**config.mk**
```make
export PLATFORM = sky130hd
export DESIGN_NAME = can_task_queue_with_ack_retry_unit
export DESIGN_NICKNAME = d
export VERILOG_FILES = /design/src/sv/ctq_pkg.sv /design/src/sv/ctq_ram.sv /design/src/sv/ctq_step.sv /design/src/sv/can_task_queue_with_ack_retry_unit.sv
export SDC_FILE = /design/constraint.sdc
export NUM_CORES = 1
export LEC_CHECK = 0
export BUFFER_PORTS_ARGS = -buffer_cell sky130_fd_sc_hd__buf_4
export CORE_MARGIN = 2
export CORE_UTILIZATION = 50
export DETAILED_ROUTE_END_ITERATION = 8
export GPL_ROUTABILITY_DRIVEN = 1
export PLACE_DENSITY = 0.69
export SYNTH_ARGS = -nofsm -noshare
export SYNTH_HDL_FRONTEND = slang
export SYNTH_HIERARCHICAL = 1
export SYNTH_SLANG_ARGS = --single-unit
```
**constraint.sdc**
```tcl
create_clock -name clk_i -period 8.6 [get_ports clk_i]
set_clock_uncertainty 0.2 [all_clocks]
set_input_delay 1.29 -clock clk_i [delete_from_list [all_inputs] [get_ports clk_i]]
set_output_delay 1.29 -clock clk_i [all_outputs]
set_load 0.01 [all_outputs]
```
**src/sv/ctq_pkg.sv**
```systemverilog
`timescale 1ns / 1ps
// ----------------------------------------------------------------------------
// ctq_pkg: shared types and constants of the CAN task queue
// Opcodes, register indexes, reset values and the structs passed between the
// step logic and the top level.
// ----------------------------------------------------------------------------
package ctq_pkg;

  localparam int unsigned DEPTH_DEFAULT = 16;

  // opcodes of an input item
  localparam logic [1:0] OP_ADD   = 2'd0;
  localparam logic [1:0] OP_TICK  = 2'd1;
  localparam logic [1:0] OP_FRAME = 2'd2;

  // configuration register indexes
  localparam logic CFG_RETRY_LIMIT = 1'b0;
  localparam logic CFG_SEND_PERIOD = 1'b1;

  localparam logic [7:0] RETRY_LIMIT_RST = 8'd3;
  localparam logic [7:0] SEND_PERIOD_RST = 8'd10;

  localparam logic [3:0]  ACK_CODE   = 4'hF;
  localparam logic [10:0] MAX_ACK_ID = 11'h1FF;

  localparam int unsigned HDR_W    = 12;
  localparam int unsigned DATA_W   = 64;
  localparam int unsigned QCOUNT_W = 5;

  typedef struct packed {
    logic [1:0]        opcode;
    logic [3:0]        receiver_id;
    logic [3:0]        sender_id;
    logic [3:0]        task_code;
    logic [DATA_W-1:0] payload;
    logic [10:0]       frame_id;
    logic              frame_is_classic;
    logic              frame_is_standard;
    logic              frame_on_this_bus;
  } item_t;

  typedef struct packed {
    logic              accepted;
    logic              send_valid;
    logic [HDR_W-1:0]  send_id;
    logic [DATA_W-1:0] send_data;
    logic              task_dropped;
    logic              task_completed;
    logic              ack_matched;
  } result_t;

endpackage

```
**src/sv/ctq_ram.sv**
```systemverilog
`timescale 1ns / 1ps
// ----------------------------------------------------------------------------
// ctq_ram: generic single-write, single-read ram
// One write port, one read port with registered data; a read of the address
// written in the same cycle returns the new data.
// ----------------------------------------------------------------------------
module ctq_ram #(
  parameter int unsigned WIDTH = 8,
  parameter int unsigned DEPTH = 16,
  localparam int unsigned ADDR_W = $clog2(DEPTH)
) (
  input  logic              clk_i,
  input  logic              we_i,
  input  logic [ADDR_W-1:0] waddr_i,
  input  logic [WIDTH-1:0]  wdata_i,
  input  logic [ADDR_W-1:0] raddr_i,
  output logic [WIDTH-1:0]  rdata_o
);

  logic [WIDTH-1:0] mem_q [DEPTH];
  logic [WIDTH-1:0] rdata_q;

  always_ff @(posedge clk_i) begin
    if (we_i) begin
      mem_q[waddr_i] <= wdata_i;
    end
    if (we_i && (waddr_i == raddr_i)) begin
      rdata_q <= wdata_i;
    end else begin
      rdata_q <= mem_q[raddr_i];
    end
  end

  assign rdata_o = rdata_q;

endmodule

```
**src/sv/ctq_step.sv**
```systemverilog
`timescale 1ns / 1ps
// ----------------------------------------------------------------------------
// ctq_step: next-state and result logic of the task queue
// Works one registered item against the queue state and the head entry.
// ----------------------------------------------------------------------------
module ctq_step #(
  parameter int unsigned DEPTH = ctq_pkg::DEPTH_DEFAULT,
  localparam int unsigned PTR_W = $clog2(DEPTH),
  localparam int unsigned CNT_W = $clog2(DEPTH + 1)
) (
  input  ctq_pkg::item_t                  item_i,
  input  logic [PTR_W-1:0]                head_i,
  input  logic [PTR_W-1:0]                tail_i,
  input  logic [CNT_W-1:0]                count_i,
  input  logic [7:0]                      phase_i,
  input  logic [7:0]                      retry_i,
  input  logic                            acked_i,
  input  logic [ctq_pkg::HDR_W-1:0]       hdr_i,
  input  logic [ctq_pkg::DATA_W-1:0]      data_i,
  input  logic [7:0]                      retry_limit_i,
  input  logic [7:0]                      send_period_i,
  output logic [PTR_W-1:0]                head_o,
  output logic [PTR_W-1:0]                tail_o,
  output logic [CNT_W-1:0]                count_o,
  output logic [7:0]                      phase_o,
  output logic [7:0]                      retry_o,
  output logic                            acked_o,
  output logic                            wr_en_o,
  output ctq_pkg::result_t                result_o
);

  import ctq_pkg::*;

  logic [PTR_W-1:0] head_next;
  logic [PTR_W-1:0] tail_next;
  logic [7:0]       phase_inc;
  logic [7:0]       period;
  logic             not_empty;
  logic             frame_ok;

  assign head_next = (head_i == PTR_W'(DEPTH - 1)) ? '0 : head_i + PTR_W'(1);
  assign tail_next = (tail_i == PTR_W'(DEPTH - 1)) ? '0 : tail_i + PTR_W'(1);
  assign phase_inc = phase_i + 8'd1;
  assign period    = (send_period_i == 8'd0) ? 8'd1 : send_period_i;
  assign not_empty = (count_i != '0);
  assign frame_ok  = item_i.frame_is_classic && item_i.frame_is_standard &&
                     item_i.frame_on_this_bus && (item_i.frame_id <= MAX_ACK_ID) &&
                     not_empty;

  always_comb begin
    head_o   = head_i;
    tail_o   = tail_i;
    count_o  = count_i;
    phase_o  = phase_i;
    retry_o  = retry_i;
    acked_o  = acked_i;
    wr_en_o  = 1'b0;
    result_o = '0;
    case (item_i.opcode)
      OP_ADD: begin
        if (count_i < CNT_W'(DEPTH)) begin
          wr_en_o           = 1'b1;
          tail_o            = tail_next;
          count_o           = count_i + CNT_W'(1);
          result_o.accepted = 1'b1;
        end
      end
      OP_TICK: begin
        if (not_empty) begin
          if (acked_i || (retry_i >= retry_limit_i)) begin
            // pop the head: acknowledged, or out of sends
            head_o  = head_next;
            count_o = count_i - CNT_W'(1);
            phase_o = 8'd0;
            retry_o = 8'd0;
            acked_o = 1'b0;
            result_o.task_completed = acked_i;
            result_o.task_dropped   = !acked_i;
          end else if (phase_inc >= period) begin
            phase_o             = 8'd0;
            retry_o             = retry_i + 8'd1;
            result_o.send_valid = 1'b1;
            result_o.send_id    = hdr_i;
            result_o.send_data  = data_i;
          end else begin
            phase_o = phase_inc;
          end
        end
      end
      OP_FRAME: begin
        // ack frame carries the head task's ids swapped
        if (frame_ok &&
            (hdr_i[7:4] == {1'b0, item_i.frame_id[10:8]}) &&
            (hdr_i[11:8] == item_i.frame_id[7:4]) &&
            (item_i.frame_id[3:0] == ACK_CODE)) begin
          acked_o              = 1'b1;
          result_o.ack_matched = 1'b1;
        end
      end
      default: begin
      end
    endcase
  end

endmodule

```
**src/sv/can_task_queue_with_ack_retry_unit.sv**
```systemverilog
`timescale 1ns / 1ps
// done_o follows start through the input register, then the result register
// throughput: one item per cycle; busy stays low, the receiver cannot stall
// the head entry is read from the queue ram ahead of use, at the next head pointer
// reset: pointers, counters and ack flag clear, retry_limit 3, send_period 10;
// the queue ram is not cleared, entries are only used once written
// ----------------------------------------------------------------------------
// can_task_queue_with_ack_retry_unit: CAN transmit queue with ack and retry
// Circular queue of outgoing tasks; ticks send the head task periodically
// until an ack frame arrives or the send budget runs out.
// ----------------------------------------------------------------------------
module can_task_queue_with_ack_retry_unit #(
  parameter int unsigned DEPTH = ctq_pkg::DEPTH_DEFAULT
) (
  input  logic        clk_i,
  input  logic        rst_ni,
  // configuration write port
  input  logic        cfg_we_i,
  input  logic        cfg_idx_i,
  input  logic [7:0]  cfg_data_i,
  // command side
  input  logic        start,
  output logic        busy,
  input  logic [1:0]  opcode_i,
  input  logic [3:0]  receiver_id_i,
  input  logic [3:0]  sender_id_i,
  input  logic [3:0]  task_code_i,
  input  logic [63:0] payload_i,
  input  logic [10:0] frame_id_i,
  input  logic        frame_is_classic_i,
  input  logic        frame_is_standard_i,
  input  logic        frame_on_this_bus_i,
  // result side
  output logic        done_o,
  output logic        accepted_o,
  output logic        send_valid_o,
  output logic [11:0] send_id_o,
  output logic [63:0] send_data_o,
  output logic        task_dropped_o,
  output logic        task_completed_o,
  output logic        ack_matched_o,
  output logic [4:0]  queue_count_o
);

  import ctq_pkg::*;

  localparam int unsigned PTR_W = $clog2(DEPTH);
  localparam int unsigned CNT_W = $clog2(DEPTH + 1);

  // configuration registers
  logic [7:0] retry_limit_q;
  logic [7:0] send_period_q;

  // input register
  logic  item_vld_q;
  item_t item_q;

  // queue state
  logic [PTR_W-1:0] head_q, head_d, head_step;
  logic [PTR_W-1:0] tail_q, tail_d, tail_step;
  logic [CNT_W-1:0] count_q, count_d, count_step;
  logic [7:0]       phase_q, phase_d, phase_step;
  logic [7:0]       retry_q, retry_d, retry_step;
  logic             acked_q, acked_d, acked_step;
  logic             wr_step;
  logic             wr_en;

  // head entry from the queue ram
  logic [HDR_W-1:0]  head_hdr;
  logic [DATA_W-1:0] head_data;

  // result register
  result_t             result_step;
  result_t             result_q;
  logic                done_q;
  logic [4:0]          qcount_q;
  logic [CNT_W+4:0]    count_ext;

  // never stalls: an item can enter every cycle
  assign busy = 1'b0;

  // config writes land directly; only done while idle is a rule for the user, not enforced here
  always_ff @(posedge clk_i or negedge rst_ni) begin
    if (!rst_ni) begin
      retry_limit_q <= RETRY_LIMIT_RST;
      send_period_q <= SEND_PERIOD_RST;
    end else if (cfg_we_i) begin
      case (cfg_idx_i)
        CFG_RETRY_LIMIT: retry_limit_q <= cfg_data_i;
        CFG_SEND_PERIOD: send_period_q <= cfg_data_i;
        default: begin
        end
      endcase
    end
  end

  // input register: capture the item on start
  always_ff @(posedge clk_i or negedge rst_ni) begin
    if (!rst_ni) begin
      item_vld_q <= 1'b0;
    end else begin
      item_vld_q <= start && !busy;
    end
  end

  always_ff @(posedge clk_i) begin
    if (start && !busy) begin
      item_q.opcode            <= opcode_i;
      item_q.receiver_id       <= receiver_id_i;
      item_q.sender_id         <= sender_id_i;
      item_q.task_code         <= task_code_i;
      item_q.payload           <= payload_i;
      item_q.frame_id          <= frame_id_i;
      item_q.frame_is_classic  <= frame_is_classic_i;
      item_q.frame_is_standard <= frame_is_standard_i;
      item_q.frame_on_this_bus <= frame_on_this_bus_i;
    end
  end

  // header and payload rams, both read at the next head pointer so that the
  // registered read data always belongs to head_q
  ctq_ram #(
    .WIDTH (HDR_W),
    .DEPTH (DEPTH)
  ) u_hdr_ram (
    .clk_i   (clk_i),
    .we_i    (wr_en),
    .waddr_i (tail_q),
    .wdata_i ({item_q.receiver_id, item_q.sender_id, item_q.task_code}),
    .raddr_i (head_d),
    .rdata_o (head_hdr)
  );

  ctq_ram #(
    .WIDTH (DATA_W),
    .DEPTH (DEPTH)
  ) u_data_ram (
    .clk_i   (clk_i),
    .we_i    (wr_en),
    .waddr_i (tail_q),
    .wdata_i (item_q.payload),
    .raddr_i (head_d),
    .rdata_o (head_data)
  );

  // one pass of queue logic for the registered item
  ctq_step #(
    .DEPTH (DEPTH)
  ) u_step (
    .item_i        (item_q),
    .head_i        (head_q),
    .tail_i        (tail_q),
    .count_i       (count_q),
    .phase_i       (phase_q),
    .retry_i       (retry_q),
    .acked_i       (acked_q),
    .hdr_i         (head_hdr),
    .data_i        (head_data),
    .retry_limit_i (retry_limit_q),
    .send_period_i (send_period_q),
    .head_o        (head_step),
    .tail_o        (tail_step),
    .count_o       (count_step),
    .phase_o       (phase_step),
    .retry_o       (retry_step),
    .acked_o       (acked_step),
    .wr_en_o       (wr_step),
    .result_o      (result_step)
  );

  // state only moves when an item is in the input register
  always_comb begin
    head_d  = head_q;
    tail_d  = tail_q;
    count_d = count_q;
    phase_d = phase_q;
    retry_d = retry_q;
    acked_d = acked_q;
    wr_en   = 1'b0;
    if (item_vld_q) begin
      head_d  = head_step;
      tail_d  = tail_step;
      count_d = count_step;
      phase_d = phase_step;
      retry_d = retry_step;
      acked_d = acked_step;
      wr_en   = wr_step;
    end
  end

  always_ff @(posedge clk_i or negedge rst_ni) begin
    if (!rst_ni) begin
      head_q  <= '0;
      tail_q  <= '0;
      count_q <= '0;
      phase_q <= 8'd0;
      retry_q <= 8'd0;
      acked_q <= 1'b0;
    end else begin
      head_q  <= head_d;
      tail_q  <= tail_d;
      count_q <= count_d;
      phase_q <= phase_d;
      retry_q <= retry_d;
      acked_q <= acked_d;
    end
  end

  // result register, strobed for one cycle
  assign count_ext = {5'b0, count_d};

  always_ff @(posedge clk_i or negedge rst_ni) begin
    if (!rst_ni) begin
      done_q <= 1'b0;
    end else begin
      done_q <= item_vld_q;
    end
  end

  always_ff @(posedge clk_i) begin
    if (item_vld_q) begin
      result_q <= result_step;
      qcount_q <= count_ext[4:0];
    end
  end

  assign done_o           = done_q;
  assign accepted_o       = result_q.accepted;
  assign send_valid_o     = result_q.send_valid;
  assign send_id_o        = result_q.send_id;
  assign send_data_o      = result_q.send_data;
  assign task_dropped_o   = result_q.task_dropped;
  assign task_completed_o = result_q.task_completed;
  assign ack_matched_o    = result_q.ack_matched;
  assign queue_count_o    = qcount_q;

endmodule
```
* Yosys cells after proc, flatten, opt, wreduce, memory -nomap -nowiden
Memories as Yosys holds them, arrays and structs flattened. A register that Yosys moved wholly into a read port is not among the register bits.
Cells that the tools add are included.
W data, S select, Z words.
** Cells by class
- Equality and inequality tests :: 10
- $lt $le $gt $ge :: 4
- Reductions and logical operators :: 23
- Bitwise operators :: 4
- Multiplexer cells :: 27
- Add/subtract/negate cells :: 6
** Operators with widths (number)
- $mux W77 :: 1
- $mux W8 :: 5
- $mux W4 :: 6
- $mux W5 :: 4
- $add A8 B1 Y8 const B :: 2
- $ge A8 B8 Y1 :: 2
- $eq A4 B4 Y1 const B :: 3
- $le A11 B9 Y1 const B :: 1
- $pmux W5 S2 :: 1
- $mux W1 :: 9
- $reduce_and A3 Y1 :: 3
- $add A4 B1 Y4 const B :: 2
- $logic_not A8 Y1 :: 1
- $logic_and A1 B1 Y1 :: 7
- $ne A2 B1 Y1 const B :: 3
- $add A5 B1 Y5 const B :: 1
- $lt A5 B5 Y1 const B :: 1
- $reduce_and A5 Y1 :: 1
- $reduce_bool A5 Y1 :: 1
- $sub A5 B1 Y5 const B :: 1
- $eq A4 B3 Y1 :: 1
- $eq A4 B4 Y1 :: 1
- $not A1 Y1 :: 4
- $reduce_and A2 Y1 :: 2
- other kinds (10) :: 11
** Word-level totals
- Memories kept :: 2
- Output and inout port bits :: 88
- Bits of input ports :: 105
- Logic and storage cells :: 103
- Memory bits (writable) :: 1216
- Register bits after elaboration :: 226
** Memories
- u_data_ram.mem_q :: depth 16, width 64, rd ports 1, clocked after Yosys merged registers in 1, wr ports 1, line ctq_ram.sv:20 : logic [WIDTH-1:0] mem_q [DEPTH];
- u_hdr_ram.mem_q :: depth 16, width 12, rd ports 1, clocked after Yosys merged registers in 1, wr ports 1, line ctq_ram.sv:20

* Depth between registers and ports, before layout
- Depth after elaboration :: 9
- Mapped depth :: 12
- Gate-level depth less buffers :: 11

* Cells and area by module
The synthesis kept the hierarchy.
** By module, submodules not included
- ctq_ram at u_data_ram :: area an instance 38380.6 um^2, times used 1, sequential area each 30829.6 um^2, cells each 1587
- ctq_ram at u_hdr_ram :: area an instance 7439.6 um^2, times used 1, sequential area each 5845.6 um^2, cells each 321
- can_task_queue_with_ack_retry_unit :: area an instance 7170.6 um^2, times used 1, sequential area each 6551.3 um^2, cells each 281
- ctq_step :: area an instance 2019.4 um^2, times used 1, sequential area each 0.0 um^2, cells each 289

* Worst setup path after synthesis
OpenSTA, ideal clock, no wires.
- Kind :: flip-flop to flip-flop
- Start :: reg item_vld_q
- End :: mem u_data_ram/mem_q[0][0] (netlist bit) (enable)
- Slack :: 0.192 ns
- Setup time :: 0.565 ns
- Clock period less this slack :: 8.408 ns
- Buffers on the path :: 1
- Required time :: 7.835 ns
- Stages on the path, launching flop included :: 5
- Data arrival time :: 7.644 ns
- Cell sequence :: dfrtp_1 buf_4 and2_1 or3b_2 nor3_1
** On the way
- Cells in the longest elaborated chain, start to end :: 3
** Ends and longest elaborated chain
- from (decl) :: line can_task_queue_with_ack_retry_unit.sv:55 : logic item_vld_q;
- from (signal assigned) :: line can_task_queue_with_ack_retry_unit.sv:102 : item_vld_q <= start && !busy;
- $mux W1 :: line can_task_queue_with_ack_retry_unit.sv:180 : if (item_vld_q) begin
- named net wr_en :: line can_task_queue_with_ack_retry_unit.sv:66 : logic wr_en;
- $mux W1 :: line ctq_ram.sv:24 : if (we_i) begin
- $mux W1 (implied by the code) :: line ctq_ram.sv:25 : mem_q[waddr_i] <= wdata_i;
- to (decl) :: line ctq_ram.sv:20
The timed path passes the listed nets, and every way through them passes these cells.

* Worst setup path in the final report
- Start :: reg item_q[90] (netlist bit)
- End :: mem u_data_ram/mem_q[10][58] (netlist bit) (enable)
** On the way
- Cells in the longest elaborated chain, start to end :: 5
** Ends and longest elaborated chain
- from (decl) :: line can_task_queue_with_ack_retry_unit.sv:56 : item_t item_q;
- $logic_not A2 Y1 :: line ctq_step.sv:59 : case (item_i.opcode)
- $mux W1
- named net wr_step :: line can_task_queue_with_ack_retry_unit.sv:65 : logic wr_step;
- $mux W1 :: line can_task_queue_with_ack_retry_unit.sv:180
- named net wr_en :: line can_task_queue_with_ack_retry_unit.sv:66
- $mux W1 :: line ctq_ram.sv:24
- $mux W1 (implied by the code) :: line ctq_ram.sv:25
The timed path passes the listed nets, and every way through them passes these cells.

==> out/qor.yml <==
maxSlewViolCount: 0
rr_worst_depth: 8
vdd_drop_max_uv: 222
antenna_found_initial: 2
ys_seq_area_frac: 0.786
syn_area_um2: 55000
crit_path_end_kind: "flip-flop"
cts_resized: 0
rows: 121
cp.arrival_ns: 4.21
fin_util: 0.574
tns_ns: 0
drt_iter0_drc: 2478
syn_area_per_cell_um2: 22.2
post_cts_buffers: 0
n_antenna_cell: 0
cts_sinks: 1450
place.gp.congestion: 0.756
worstSetupPathType: "reg2reg"
core_um2: 109000
initial_core_util: 0.505
die_area_um2: 113000
ys_types: 68
clk_path_buf_depth: 3
powerDensity_nw_per_um2: 250
start_kind: "flip-flop"
period_share: 0.473
synth_cells: 2478
wl_per_cell_um: 26.8
place_area_um2: 58100
nets: 2876
num_io_pins: 193
io_buffers: 191
syn_to_final_growth_pct: 13.8
cts_tree: "yes"
stdcell_count: 4267
fin_crit_ns: 4.07
run_status: "complete, no violations"
grt_start_max_net_pins: 152
grt_pass1_vias: 27000
layout-drive-gt1-share: 0.285
async_flop_share: 0.0331
grt_pass1_wl_um: 171000
grtUsageTotal: 0.207
htree_num_levels: 4
setup_violations: 0
placed_cells: 4012
first_pass_iters: 5
clockRootBuffer: "clkbuf_16"
max_cap_viol_count: 0
dp_hpwl_um: 59900
clock.fmax_mhz: 246
grt_overflow: 0
whs_path_depth: 1
required_ns: 8.74
numCtsBuffers: 146
synth_fp_nets: 2608
hold_viol_final: 0
die_y_um: 336
rsz0062_at_grt: "false"
vias: 25600
postCtsHoldBufs: 0
path_max_fanout: 43
postRouteAntennaNets: 0
postLayoutCellArea_um2: 62600
slew_headroom: 0.176
die_w_um: 336
yosysWarnings: 6
wirelength_um: 115000
clk_latency_ns: 0.75
drc: 0
hp-class: "reg2reg"
yosys_most_used_dff: "edfxtp_1"
synth_edf_count: 1394
clk_pin_slew_ns: 0.06
tightest_slew_ns: 1.23
p_leak_nw: 20.1
viasPerCell: 6.00
fillers: 7712
ys_ff_latch: 1450
[per-stage QoR]
step	power [W]	hold WS, ns	setup slack [ns]
finish	0.0157	0.313	4.53
global route	0.0162	0.335	4.32
global placement	0.00975	0.297	4.60
floorplan	0.00939	0.279	0.192
CTS	0.0158	0.314	4.53
detailed placement	0.00981	0.298	4.56
[registers in the layout, indices dropped and copies added (netlist names), named ones only]
register and flops:
accepted_o 1, head_q 4, phase_q 8, u_data_ram/mem_q 1024, send_id_o 12, u_hdr_ram/mem_q 192, send_data_o 64, item_q 92
count_q 5, send_valid_o 1, acked_q 1, retry_q 8, ack_matched_o 1, done_o 1, item_vld_q 1, task_completed_o 1
tail_q 4, retry_limit_q 8, queue_count_o 5, task_dropped_o 1, send_period_q 8
[cell usage in the layout (no fill, tap or decap), types with 6 or more instances in the layout]
| cell | instances |
|---|---|
| mux4_1 | 15 |
| clkinv_1 | 28 |
| a22oi_1 | 152 |
| nor2_4 | 14 |
| nand3_1 | 12 |
| nor3_2 | 6 |
| o21ai_0 | 9 |
| nor3_1 | 6 |
| clkbuf_16 | 151 |
| nor2b_1 | 6 |
| xor2_1 | 9 |
| a21oi_1 | 13 |
| ha_1 | 25 |
| and2_1 | 82 |
| clkbuf_1 | 39 |
| clkinv_2 | 15 |
| or4_1 | 6 |
| nand2_1 | 89 |
| nand2b_1 | 8 |
| edfxtp_1 | 1394 |
| mux2_4 | 8 |
| buf_4 | 235 |
| nor2_2 | 7 |
| nor2_1 | 15 |
| bufinv_16 | 8 |
| mux4_2 | 289 |
| mux2_2 | 41 |
| dfrtp_1 | 43 |
| inv_1 | 22 |
| o31ai_1 | 9 |
| a22o_1 | 7 |
[where the power goes]
group | switching (W) | total, W | leakage (nW) | internal, W
Clock | 0.00255 | 0.00601 | 2.19 | 0.00346
Sequential | 0.000283 | 0.00835 | 13.4 | 0.00806
Combinational | 0.000640 | 0.00129 | 4.52 | 0.000654
[kinds of logic (layout without fill, tap and decap cells)]
logic type / after synthesis / in the layout / share of synthesized area
adders and majority gates: 25 / 25 / 0.00569
and+or+nand+nor: 282 / 282 / 0.0269
other: 1 / 1 / 0.0000682
AOI/OAI and AO/OA: 214 / 214 / 0.0294
xor gates and xnor gates: 14 / 14 / 0.00223
muxes: 353 / 353 / 0.136
DFF: 1450 / 1450 / 0.786
buffers and inverters: 139 / 514 / 0.0138
[cells in the mapped netlist (9+ instances only)]
cell type / count / area share
edfxtp_1: 1394 / 0.76
mux4_2: 289 / 0.12
a22oi_1: 152 / 0.021
nand2_1: 89 / 0.0061
and2_1: 83 / 0.0094
clkbuf_1: 49 / 0.0033
dfrtp_1: 44 / 0.020
mux2_2: 41 / 0.0084
nor2_1: 34 / 0.0023
ha_1: 25 / 0.0057
inv_1: 22 / 0.0015
buf_2: 20 / 0.0018
buf_4: 16 / 0.0022
buf_6: 16 / 0.0033
mux4_1: 15 / 0.0072
buf_1: 14 / 0.00096
a21oi_1: 13 / 0.0012
nor3_1: 13 / 0.0012
nand3_1: 12 / 0.0011
o21ai_0: 9 / 0.00082
o31ai_1: 9 / 0.0012
xor2_1: 9 / 0.0014
[critical path, cell delays in order, from the launching register on]
cell and delay [ns]:
edfxtp_1 0.39, inv_1 0.10, ha_1 0.21, nor2b_1 0.15
buf_4 0.20, and2_1 0.32, nand3b_1 0.35, nor2_4 0.85
buf_4 0.85
[path summary, 6_finish.rpt]
path                             startpoint                       end  slack [ns]
min in group asynchronous            rst_ni                 head_q[1]        0.39
min                        retry_limit_q[7]          retry_limit_q[7]        0.31
max                              item_q[90]  u_data_ram/mem_q[10][58]        4.53
max in group asynchronous            rst_ni                item_vld_q        7.32
min reg2reg                retry_limit_q[7]          retry_limit_q[7]        0.31
max reg2reg                      item_q[90]  u_data_ram/mem_q[10][58]        4.53
[layer usage]
metal  vias to the layer above  wire (um)  GRT usage
met1                     13600      46600      0.285
met3                       176       7370     0.0330
met5                         -         13          0
met4                         2       2740     0.0640
li1                      10900          -          -
met2                       984      57800      0.342
[area by class of cell]
cell class / instances / area (um^2) / area share
Clock buffer: 190 / 3930 / 0.0627
Clock inverter: 65 / 601 / 0.00959
Inverter: 22 / 82.6 / 0.00132
Multi-Input combinational cell: 889 / 11200 / 0.179
Sequential cell: 1450 / 43200 / 0.691
Tap cell: 1414 / 1770 / 0.0283
Timing Repair Buffer: 237 / 1800 / 0.0288
Note: power is estimated with default switching activity, not from simulation.
